--- src/design/fpr_pkg.sv ---
// Shared types, register indexes and helpers for the fixed pattern replace block.
// No dependencies; used by fpr_core and fixed_pattern_replace.
`default_nettype none

package fpr_pkg;

	// Configuration register indexes
	localparam int CFG_IDX_W = 3;
	typedef logic [CFG_IDX_W-1:0] cfg_idx_t;
	localparam cfg_idx_t CFG_PATTERN_LOW  = 3'd0;
	localparam cfg_idx_t CFG_PATTERN_HIGH = 3'd1;
	localparam cfg_idx_t CFG_REPLACE_LOW  = 3'd2;
	localparam cfg_idx_t CFG_REPLACE_HIGH = 3'd3;

	localparam int CFG_DATA_W = 64;
	localparam int TOTAL_W    = 32;
	localparam logic [TOTAL_W-1:0] TOTAL_MAX = '1;

	// Input beat
	typedef struct packed {
		logic [7:0] in_byte;
		logic       in_last;
	} in_beat_t;

	// Output beat
	typedef struct packed {
		logic [7:0]         out_byte;
		logic               out_last;
		logic [TOTAL_W-1:0] match_total;
	} out_beat_t;

	// Byte i of a low/high register pair; bytes twelve and above read as zero
	function automatic logic [7:0] pick_byte(input logic [63:0] lo, input logic [31:0] hi,
		input int i);
		logic [7:0] b;
		b = 8'h00;
		if (i < 8) begin
			b = lo[8*i +: 8];
		end else if (i < 12) begin
			b = hi[8*(i-8) +: 8];
		end
		return b;
	endfunction

endpackage

`default_nettype wire

--- src/design/fpr_core.sv ---
// Window, match/replace logic, counter and configuration registers.
// Depends on fpr_pkg. Produces the full set of result beats for one accepted byte.
`default_nettype none

module fpr_core #(
	parameter int PATTERN_BYTES = 12
) (
	input  wire                                          clk,
	input  wire                                          arst_n,
	input  wire                                          cfg_we,
	input  wire fpr_pkg::cfg_idx_t                       cfg_index,
	input  wire [fpr_pkg::CFG_DATA_W-1:0]                cfg_data,
	input  wire                                          fire,
	input  wire fpr_pkg::in_beat_t                       in_beat,
	output fpr_pkg::out_beat_t [PATTERN_BYTES-1:0]       results,
	output logic [$clog2(PATTERN_BYTES+1)-1:0]           res_n
);

	localparam int N  = PATTERN_BYTES;
	localparam int FW = $clog2(N+1);

	logic [63:0] pattern_low_q;
	logic [31:0] pattern_high_q;
	logic [63:0] replace_low_q;
	logic [31:0] replace_high_q;

	logic [7:0]                  win_q [N];
	logic [FW-1:0]               fill_q;
	logic [fpr_pkg::TOTAL_W-1:0] count_q;

	logic [7:0]                  w_ins [N];
	logic [7:0]                  w_new [N];
	logic [7:0]                  win_d [N];
	logic [FW-1:0]               fill_new;
	logic                        full;
	logic                        same;
	logic                        hit;
	logic [fpr_pkg::TOTAL_W-1:0] count_new;

	// Configuration writes; out-of-range indexes are dropped
	always_ff @(posedge clk or negedge arst_n) begin
		if (!arst_n) begin
			pattern_low_q  <= '0;
			pattern_high_q <= '0;
			replace_low_q  <= '0;
			replace_high_q <= '0;
		end else if (cfg_we) begin
			case (cfg_index)
				fpr_pkg::CFG_PATTERN_LOW:  pattern_low_q  <= cfg_data;
				fpr_pkg::CFG_PATTERN_HIGH: pattern_high_q <= cfg_data[31:0];
				fpr_pkg::CFG_REPLACE_LOW:  replace_low_q  <= cfg_data;
				fpr_pkg::CFG_REPLACE_HIGH: replace_high_q <= cfg_data[31:0];
				default: ;
			endcase
		end
	end

	// Insert the byte, compare a full window and overwrite on a hit
	always_comb begin
		full = (fill_q == FW'(N-1));
		same = 1'b1;
		for (int i = 0; i < N; i++) begin
			w_ins[i] = (fill_q == FW'(i)) ? in_beat.in_byte : win_q[i];
			if (w_ins[i] != fpr_pkg::pick_byte(pattern_low_q, pattern_high_q, i)) begin
				same = 1'b0;
			end
		end
		hit = full && same;
		for (int i = 0; i < N; i++) begin
			w_new[i] = hit ? fpr_pkg::pick_byte(replace_low_q, replace_high_q, i) : w_ins[i];
		end
		fill_new  = fill_q + FW'(1);
		count_new = (hit && count_q != fpr_pkg::TOTAL_MAX) ? count_q + 1'b1 : count_q;
	end

	// Result beats: window bytes in order, last flag and total on the final one
	always_comb begin
		for (int i = 0; i < N; i++) begin
			results[i].out_byte    = w_new[i];
			results[i].out_last    = in_beat.in_last && (fill_q == FW'(i));
			results[i].match_total = (in_beat.in_last && (fill_q == FW'(i))) ? count_new : '0;
		end
		if (in_beat.in_last) begin
			res_n = fill_new;
		end else if (full) begin
			res_n = FW'(1);
		end else begin
			res_n = '0;
		end
	end

	// Next window: shift out the oldest byte once full
	always_comb begin
		for (int i = 0; i < N-1; i++) begin
			win_d[i] = full ? w_new[i+1] : w_new[i];
		end
		win_d[N-1] = full ? 8'h00 : w_new[N-1];
	end

	// Window contents are payload; only the fill level and counter need reset
	always_ff @(posedge clk) begin
		if (fire) begin
			for (int i = 0; i < N; i++) begin
				win_q[i] <= win_d[i];
			end
		end
	end

	// Advance fill level and counter; drop both at end of stream
	always_ff @(posedge clk or negedge arst_n) begin
		if (!arst_n) begin
			fill_q  <= '0;
			count_q <= '0;
		end else if (fire) begin
			if (in_beat.in_last) begin
				fill_q  <= '0;
				count_q <= '0;
			end else begin
				fill_q  <= full ? FW'(N-1) : fill_new;
				count_q <= count_new;
			end
		end
	end

endmodule

`default_nettype wire

--- src/design/fixed_pattern_replace.sv ---
// Fixed pattern search-and-replace over a byte stream: top level with output buffer.
// Depends on fpr_pkg and fpr_core.
//
// The block takes one byte a clock and rewrites it through a window of PATTERN_BYTES bytes:
// each full window that equals the search pattern is overwritten with the replacement before
// its oldest byte leaves. A byte comes out once PATTERN_BYTES-1 later bytes have entered, or
// at end of stream, when the whole window is flushed and the final beat carries the
// saturating replacement count. All the work for a byte is done in the cycle it is accepted;
// results wait in an output buffer of PATTERN_BYTES+1 beats that drains one beat a cycle
// while out_stall is low. Input is taken whenever at most one beat waits there, so the
// mid-stream rate is one byte per clock while out_stall is low; after a stream end, input
// stalls while the flushed window drains. Config is taken every cycle (cfg_ready tied high).
`default_nettype none

module fixed_pattern_replace #(
	parameter int PATTERN_BYTES = 12
) (
	input  wire                            clk,
	input  wire                            arst_n,
	input  wire                            cfg_valid,
	output logic                           cfg_ready,
	input  wire fpr_pkg::cfg_idx_t         cfg_index,
	input  wire [fpr_pkg::CFG_DATA_W-1:0]  cfg_data,
	input  wire                            in_valid,
	output logic                           in_stall,
	input  wire fpr_pkg::in_beat_t         in_data,
	output logic                           out_valid,
	input  wire                            out_stall,
	output fpr_pkg::out_beat_t             out_data
);

	localparam int N  = PATTERN_BYTES;
	localparam int D  = N + 1;
	localparam int FW = $clog2(N+1);
	localparam int CW = $clog2(D+1);

	fpr_pkg::out_beat_t [N-1:0] results;
	logic [FW-1:0]              res_n;
	logic                       fire;
	logic                       pop;
	logic [CW-1:0]              cnt_q;
	logic [CW-1:0]              cnt_after;
	fpr_pkg::out_beat_t         buf_q [D];
	fpr_pkg::out_beat_t         buf_d [D];

	assign cfg_ready = 1'b1;

	// Hold input while more than one beat waits
	assign in_stall  = (cnt_q > CW'(1));
	assign fire      = in_valid && !in_stall;
	assign out_valid = (cnt_q != '0);
	assign out_data  = buf_q[0];
	assign pop       = out_valid && !out_stall;
	assign cnt_after = cnt_q - CW'(pop);

	fpr_core #(
		.PATTERN_BYTES(PATTERN_BYTES)
	) u_core (
		.clk       (clk),
		.arst_n    (arst_n),
		.cfg_we    (cfg_valid && cfg_ready),
		.cfg_index (cfg_index),
		.cfg_data  (cfg_data),
		.fire      (fire),
		.in_beat   (in_data),
		.results   (results),
		.res_n     (res_n)
	);

	// Each buffer entry: shift down on a pop, then append new beats after what remains
	for (genvar j = 0; j < D; j++) begin : g_buf
		always_comb begin
			if (pop && j < D-1) begin
				buf_d[j] = buf_q[(j < D-1) ? j+1 : j];
			end else begin
				buf_d[j] = buf_q[j];
			end
			if (fire) begin
				if (cnt_after == '0) begin
					if (j < N && CW'(j) < CW'(res_n)) begin
						buf_d[j] = results[(j < N) ? j : 0];
					end
				end else begin
					if (j >= 1 && CW'(j) <= CW'(res_n)) begin
						buf_d[j] = results[(j >= 1) ? j-1 : 0];
					end
				end
			end
		end
	end

	// Buffer contents are payload
	always_ff @(posedge clk) begin
		for (int j = 0; j < D; j++) begin
			buf_q[j] <= buf_d[j];
		end
	end

	// Advance the occupancy count
	always_ff @(posedge clk or negedge arst_n) begin
		if (!arst_n) begin
			cnt_q <= '0;
		end else begin
			cnt_q <= cnt_after + (fire ? CW'(res_n) : CW'(0));
		end
	end

	// Buffer never overfills
	assert property (@(posedge clk) disable iff (!arst_n) cnt_q <= CW'(D))
		else $error("output buffer overfilled");

	// A byte that does not end the stream yields at most one beat
	assert property (@(posedge clk) disable iff (!arst_n)
		fire && !in_data.in_last |-> res_n <= FW'(1))
		else $error("mid-stream byte produced several beats");

	// A byte that ends the stream always yields at least one beat
	assert property (@(posedge clk) disable iff (!arst_n)
		fire && in_data.in_last |-> res_n != '0)
		else $error("end of stream produced no beat");

	// Taking the only waiting beat with nothing new leaves the output empty
	assert property (@(posedge clk) disable iff (!arst_n)
		pop && cnt_q == CW'(1) && !fire |=> !out_valid)
		else $error("output valid after buffer drained");

endmodule

`default_nettype wire
--- config.mk ---
export PLATFORM = sky130hd
export DESIGN_NAME = fixed_pattern_replace
export DESIGN_NICKNAME = d
export VERILOG_FILES = /design/src/design/fpr_pkg.sv /design/src/design/fpr_core.sv /design/src/design/fixed_pattern_replace.sv
export SDC_FILE = /design/constraint.sdc
export NUM_CORES = 2
export LEC_CHECK = 0
export ABC_CLOCK_PERIOD_IN_PS = 8900
export BUFFER_PORTS_ARGS = -buffer_cell sky130_fd_sc_hd__buf_2
export CAP_MARGIN = 0
export CORE_MARGIN = 3
export CORE_UTILIZATION = 40
export DETAILED_ROUTE_END_ITERATION = 10
export HOLD_SLACK_MARGIN = 0.06
export PLACE_DENSITY = 0.54
export SKIP_CTS_REPAIR_TIMING = 1
export SYNTH_ARGS = -nofsm -noshare
export SYNTH_HDL_FRONTEND = slang
export SYNTH_SLANG_ARGS = --single-unit
--- constraint.sdc ---
create_clock -name clk -period 8.9 [get_ports clk]
set_clock_uncertainty 0.1 [all_clocks]
set_input_delay 0.89 -clock clk [delete_from_list [all_inputs] [get_ports clk]]
set_output_delay 0.89 -clock clk [all_outputs]
set_load 0.01 [all_outputs]
# --- After elaboration in Yosys (flattened, before gate mapping) ---
# Memory sizes are Yosys's and may differ from the RTL's.
# Cells that the tools add are included.
word_totals:
  register_bits: 232
  mem_bits_rw: 629
  inputBits: 81
  out_inout_bits: 44
  elab_cells: 222
  mem_count: 2
classes:
  n_addsub: 4
  magnitude_cmp: 25
  n_eq_ne: 27
  muxes: 131
  n_reduce_logical: 26
memory_table:
  columns: ["memory", "words", "word_bits", "read_ports", "rd_ports_with_merged_regs", "wr", "line_no", "rtl"]
  rows:
  - ["buf_q", 13, 41, 13, 0, 13, "fixed_pattern_replace.sv:43", "fpr_pkg::out_beat_t buf_q [D];"]
  - ["u_core.win_q", 12, 8, 12, 0, 12, "fpr_core.sv:27", "logic [7:0] win_q [N];"]
op_table:
  columns: ["operator", "n"]
  rows:
  - ["41-bit two-way mux", 62]
  - ["32-bit two-way mux", 14]
  - ["8-bit two-way mux", 36]
  - ["8-bit != test", 12]
  - ["32-bit by 1-bit adder with 32-bit output (second input constant)", 1]
  - ["32-bit != test (second input constant)", 1]
  - ["4-bit <= comparator (first input constant)", 5]
  - ["4-bit by 3-bit equality test with 1-bit output (second input constant)", 4]
  - ["4-bit equality test (second input constant)", 4]
  - ["3-bit by 4-bit <= comparator with 1-bit output (first input constant)", 4]
  - ["1-bit logical AND", 16]
  - ["3-bit by 4-bit less-than comparator with 1-bit output (first input constant)", 4]
  - ["4-bit less-than comparator (first input constant)", 4]
  - ["4-bit two-way mux", 4]
  - ["1-bit two-way mux", 15]
  - ["4-bit by 2-bit equality test with 1-bit output (second input constant)", 2]
  - ["2-bit by 4-bit <= comparator with 1-bit output (first input constant)", 2]
  - ["4-bit zero test", 2]
  - ["1-bit by 4-bit less-than comparator with 1-bit output (first input constant)", 2]
  - ["2-bit by 4-bit less-than comparator with 1-bit output (first input constant)", 2]
  - ["2-bit AND reduction", 4]
  - ["3-bit by 2-bit equality test with 1-bit output (second input constant)", 2]
  - ["4-bit by 1-bit adder with 4-bit output (second input constant)", 1]
  - ["4-bit adder", 1]
  - ["other kinds (8)", 9]

# --- Depth between registers and ports, before layout ---
depth:
  word_depth: 22
  depth_mapped: 23
  mapped_depth_nobuf: 16

# --- Modules after synthesis ---
# From an unflattened synthesis, not the netlist that was laid out.
hier_totals:
  hier_cells: 5473
  area_unflattened_um2: 48824.3
modules_own_cells:
  columns: ["mod", "instances", "cells_per_inst", "area_per_inst_um2", "seq_area_each_um2"]
  rows:
  - ["fixed_pattern_replace", 1, 3289, 28875.2, 11180.7]
  - ["fpr_core", 1, 2184, 19949.1, 8588.2]

# --- Worst setup path before layout ---
# OpenSTA, ideal clock, no wires.
synth_timing:
  kind: "in2reg"
  startpoint: "input out_stall"
  endpoint: "memory buf_q[1][164] in the netlist's numbering, enable pin"
  setup_ns: 0.440
  t_arrival_ns: 5.273
  required_time_ns: 8.360
  setup_slack_ns: 3.088
  cell_stages: 14
  n_path_buf: 5
  path_cell_list: "or2_2 -> clkbuf_1 -> inv_2 -> buf_1 -> clkbuf_1 -> clkbuf_1 -> ha_1 -> ha_1 -> xnor2_1 -> and3_1 -> nand2_1 -> nand2_1 -> clkbuf_1 -> nor2_1"
synth_lines:
  columns: ["element", "line_no", "rtl"]
  rows:
  - ["start: declaration", "fixed_pattern_replace.sv:28", "input wire out_stall,"]
  - ["end: declaration", "fixed_pattern_replace.sv:43", null]

==> results.cfg <==
[final_layout]
layout-drive-gt1-share = 0.156
fill_cells = 10241
areaGrowthSynthToFinish_pct = 11.6
final_nets = 4438
final_cell_mix = mux2i_1 (577), dfxtp_1 (492), nand2_1 (446)
fin_util = 0.451
layout_commonest_cell = mux2i_1

[placed_design]
gp_congestion = 1.03
dp_hpwl_mm = 130
port-buffer-count = 123
preCtsSetupSlack_ns = 2.31

[timing]
fin_crit_sh = 0.770
fin_ws_ns = 2.05
slew_headroom = 0.0685
setup_tns_ns = 0
setup_viol = 0
slew_violations = 0
fmax_ghz = 0.146
hold_viol_final = 0
worstMarginPinSlew_ns = 1.39
finalCriticalPeriod_ns = 6.85
rsz0062_at_grt = no

[critical_path]
start_kind = flop
path_max_fanout = 37
end_kind = flop
arrival_ns = 7.29
critPathRequiredTime_ns = 9.34
critical_path_class = flop to flop

[logic_synthesis]
avgSynthCellArea_um2 = 9.84
synth_cells = 4407
syn-num-nets = 4499
synth.top_cell.area_share = 0.227
ys_async_sr_fraction = 0.269
synth_seq_cells = 861
yosysUniqueCellTypes = 95
ys_seq_area_frac = 0.456
syn_area_um2 = 43300
yosys_warnings = 0
synth_edf_count = 137
ys.flop_type = dfxtp_1
synth.area.top_cells = dfxtp_1 (23%), dfrtp_1 (13%), mux2i_1 (13%)
synth_top_cell_by_area = dfxtp_1

[drt]
drt_iter0_markers = 4753
wl_mm = 182
route.detailed.drc = 0
drtAntennaViolNets = 0
wl_per_cell_um = 31.1
first_pass_iters = 7
vias = 37184
viasPerCell = 6.37

[worst_hold_path]
min_path_type = input pin to async pin

[global_routing]
grt_pass1_vias = 34391
antenna_found_initial = 12
grt_usage = 0.314
globalRouteOverflowTotal = 0
grt_max_degree = 117
grt_pass1_wl_mm = 259

[pwr]
pwr_density_cell_nw_per_um2 = 305
leakage_nw = 19.5
peakVddDrop_uv = 161

[status]
status = complete, no violations

[cts]
cts_buffer_depth = 3
worstSkewPairLatency_ns = 0.72
cts_root_buffer = clkbuf_16
cts_tree = done
htree_levels = 3
cts_buffers = 98
cts_sinks = 861
clk_pin_slew_ns = 0.06

[floorplanning]
ioPinCount = 125
start_util = 0.404
die_x_um = 335
die_h_um = 335
rows = 120
die-area_um2 = 112000
core_um2 = 107000

[job]
drv_cap = 0
kinds of logic after synthesis:
family / count (synthesis) / synth area share
and+or+nand+nor: 1100 / 0.125
muxes: 762 / 0.181
other: 1 / 0.0000865
buffers and inverters: 465 / 0.0472
adders and majority gates: 11 / 0.00335
AOI/OAI and AO/OA: 1128 / 0.171
xor gates and xnor gates: 79 / 0.0160
DFF: 861 / 0.456
flip-flops by register name, indices dropped and copies added, names as in the netlist:
signal / count
buf_q: 533
cnt_q: 4
u_core.count_q: 32
u_core.fill_q: 4
u_core.pattern_high_q: 32
u_core.pattern_low_q: 64
u_core.replace_high_q: 32
u_core.replace_low_q: 64
u_core.win_q: 96
final timing paths:
kind,start,end,slack (ns),cells after the start
max,u_core.fill_q[2],buf_q[0][124],2.05,11
min,arst_n,u_core.replace_high_q[21],0.19,1
max reg2reg,u_core.fill_q[2],buf_q[0][124],2.05,11
min reg2reg,buf_q[1][184],buf_q[1][143],0.38,2
max in group asynchronous,arst_n,u_core.replace_low_q[63],6.95,2
min in group clk,cfg_data[51],u_core.pattern_low_q[51],0.32,2
per-layer routing:
metal,vias to the layer above,global-route usage,part of all wire
met4,4,0.103,0.034
met1,18621,0.462,0.45
met5,-,0,0.00018
met2,2033,0.440,0.41
met3,285,0.0877,0.11
li1,16241,-,-
final cells by class:
| cell class | count | area (um^2) | area share |
|---|---|---|---|
| repair buffers | 241 | 1540 | 0.0318 |
| clock inverters | 35 | 334 | 0.00691 |
| flip-flops and latches | 861 | 19800 | 0.409 |
| well taps | 1403 | 1760 | 0.0363 |
| multi-input cells | 3081 | 21800 | 0.450 |
| clock buffers | 148 | 2930 | 0.0605 |
| diodes | 9 | 22.5 | 0.000466 |
| inverters | 63 | 246 | 0.00510 |
stage by stage:
| stage | instance area, um^2 | instances | hold WS, ns | power (mW) |
|---|---|---|---|---|
| 6_report | 48400 | 5841 | 0.186 | 14.7 |
| 5_1_grt | 48300 | 5832 | 0.244 | 15.4 |
| 4_1_cts | 48300 | 5832 | 0.197 | 14.6 |
| 3_3_place_gp | 45100 | 5649 | 0.369 | 10.5 |
| 3_5_place_dp | 45100 | 5649 | 0.375 | 10.5 |
| 2_1_floorplan | 43300 | 4407 | 0.350 | 9.01 |
worst max-delay path, stage by stage (launching register included):
cell and delay (ns):
dfrtp_1 0.69, buf_4 0.38, nand3b_1 0.77, mux2_1 0.75, a222oi_1 0.39, nand4_1 0.15, or4_4 0.60, nor3_2 0.36
buf_4 0.55, nand3_1 0.60, mux2i_1 1.12, o22ai_1 0.20
Yosys cell counts, drive strengths merged (12+ instances only):
master / number
nand2: 450
or4: 22
dfrtp: 232
or3: 23
o221ai: 54
a211oi: 30
o21ai: 290
o32ai: 15
a21oi: 150
o22ai: 286
xor2: 31
mux2: 184
inv: 61
edfxtp: 137
nor4: 31
mux2i: 578
or2: 41
nor2b: 20
o211ai: 44
a21boi: 20
o311ai: 14
o2bb2ai: 21
xnor2: 48
a22o: 17
nand4: 41
nand3: 65
clkbuf: 286
and2: 45
dfxtp: 492
nand2b: 25
nand3b: 12
a21o: 37
nor2: 189
a221oi: 44
and3: 34
nor3: 61
a31oi: 19
buf: 116
where the power goes:
part,internal [mW],switching (mW)
Combinational,1.83,2.56
Clock,2.34,1.76
Sequential,5.27,0.977
Total,9.44,5.30
No activity file was read; power rests on OpenSTA's default activity.
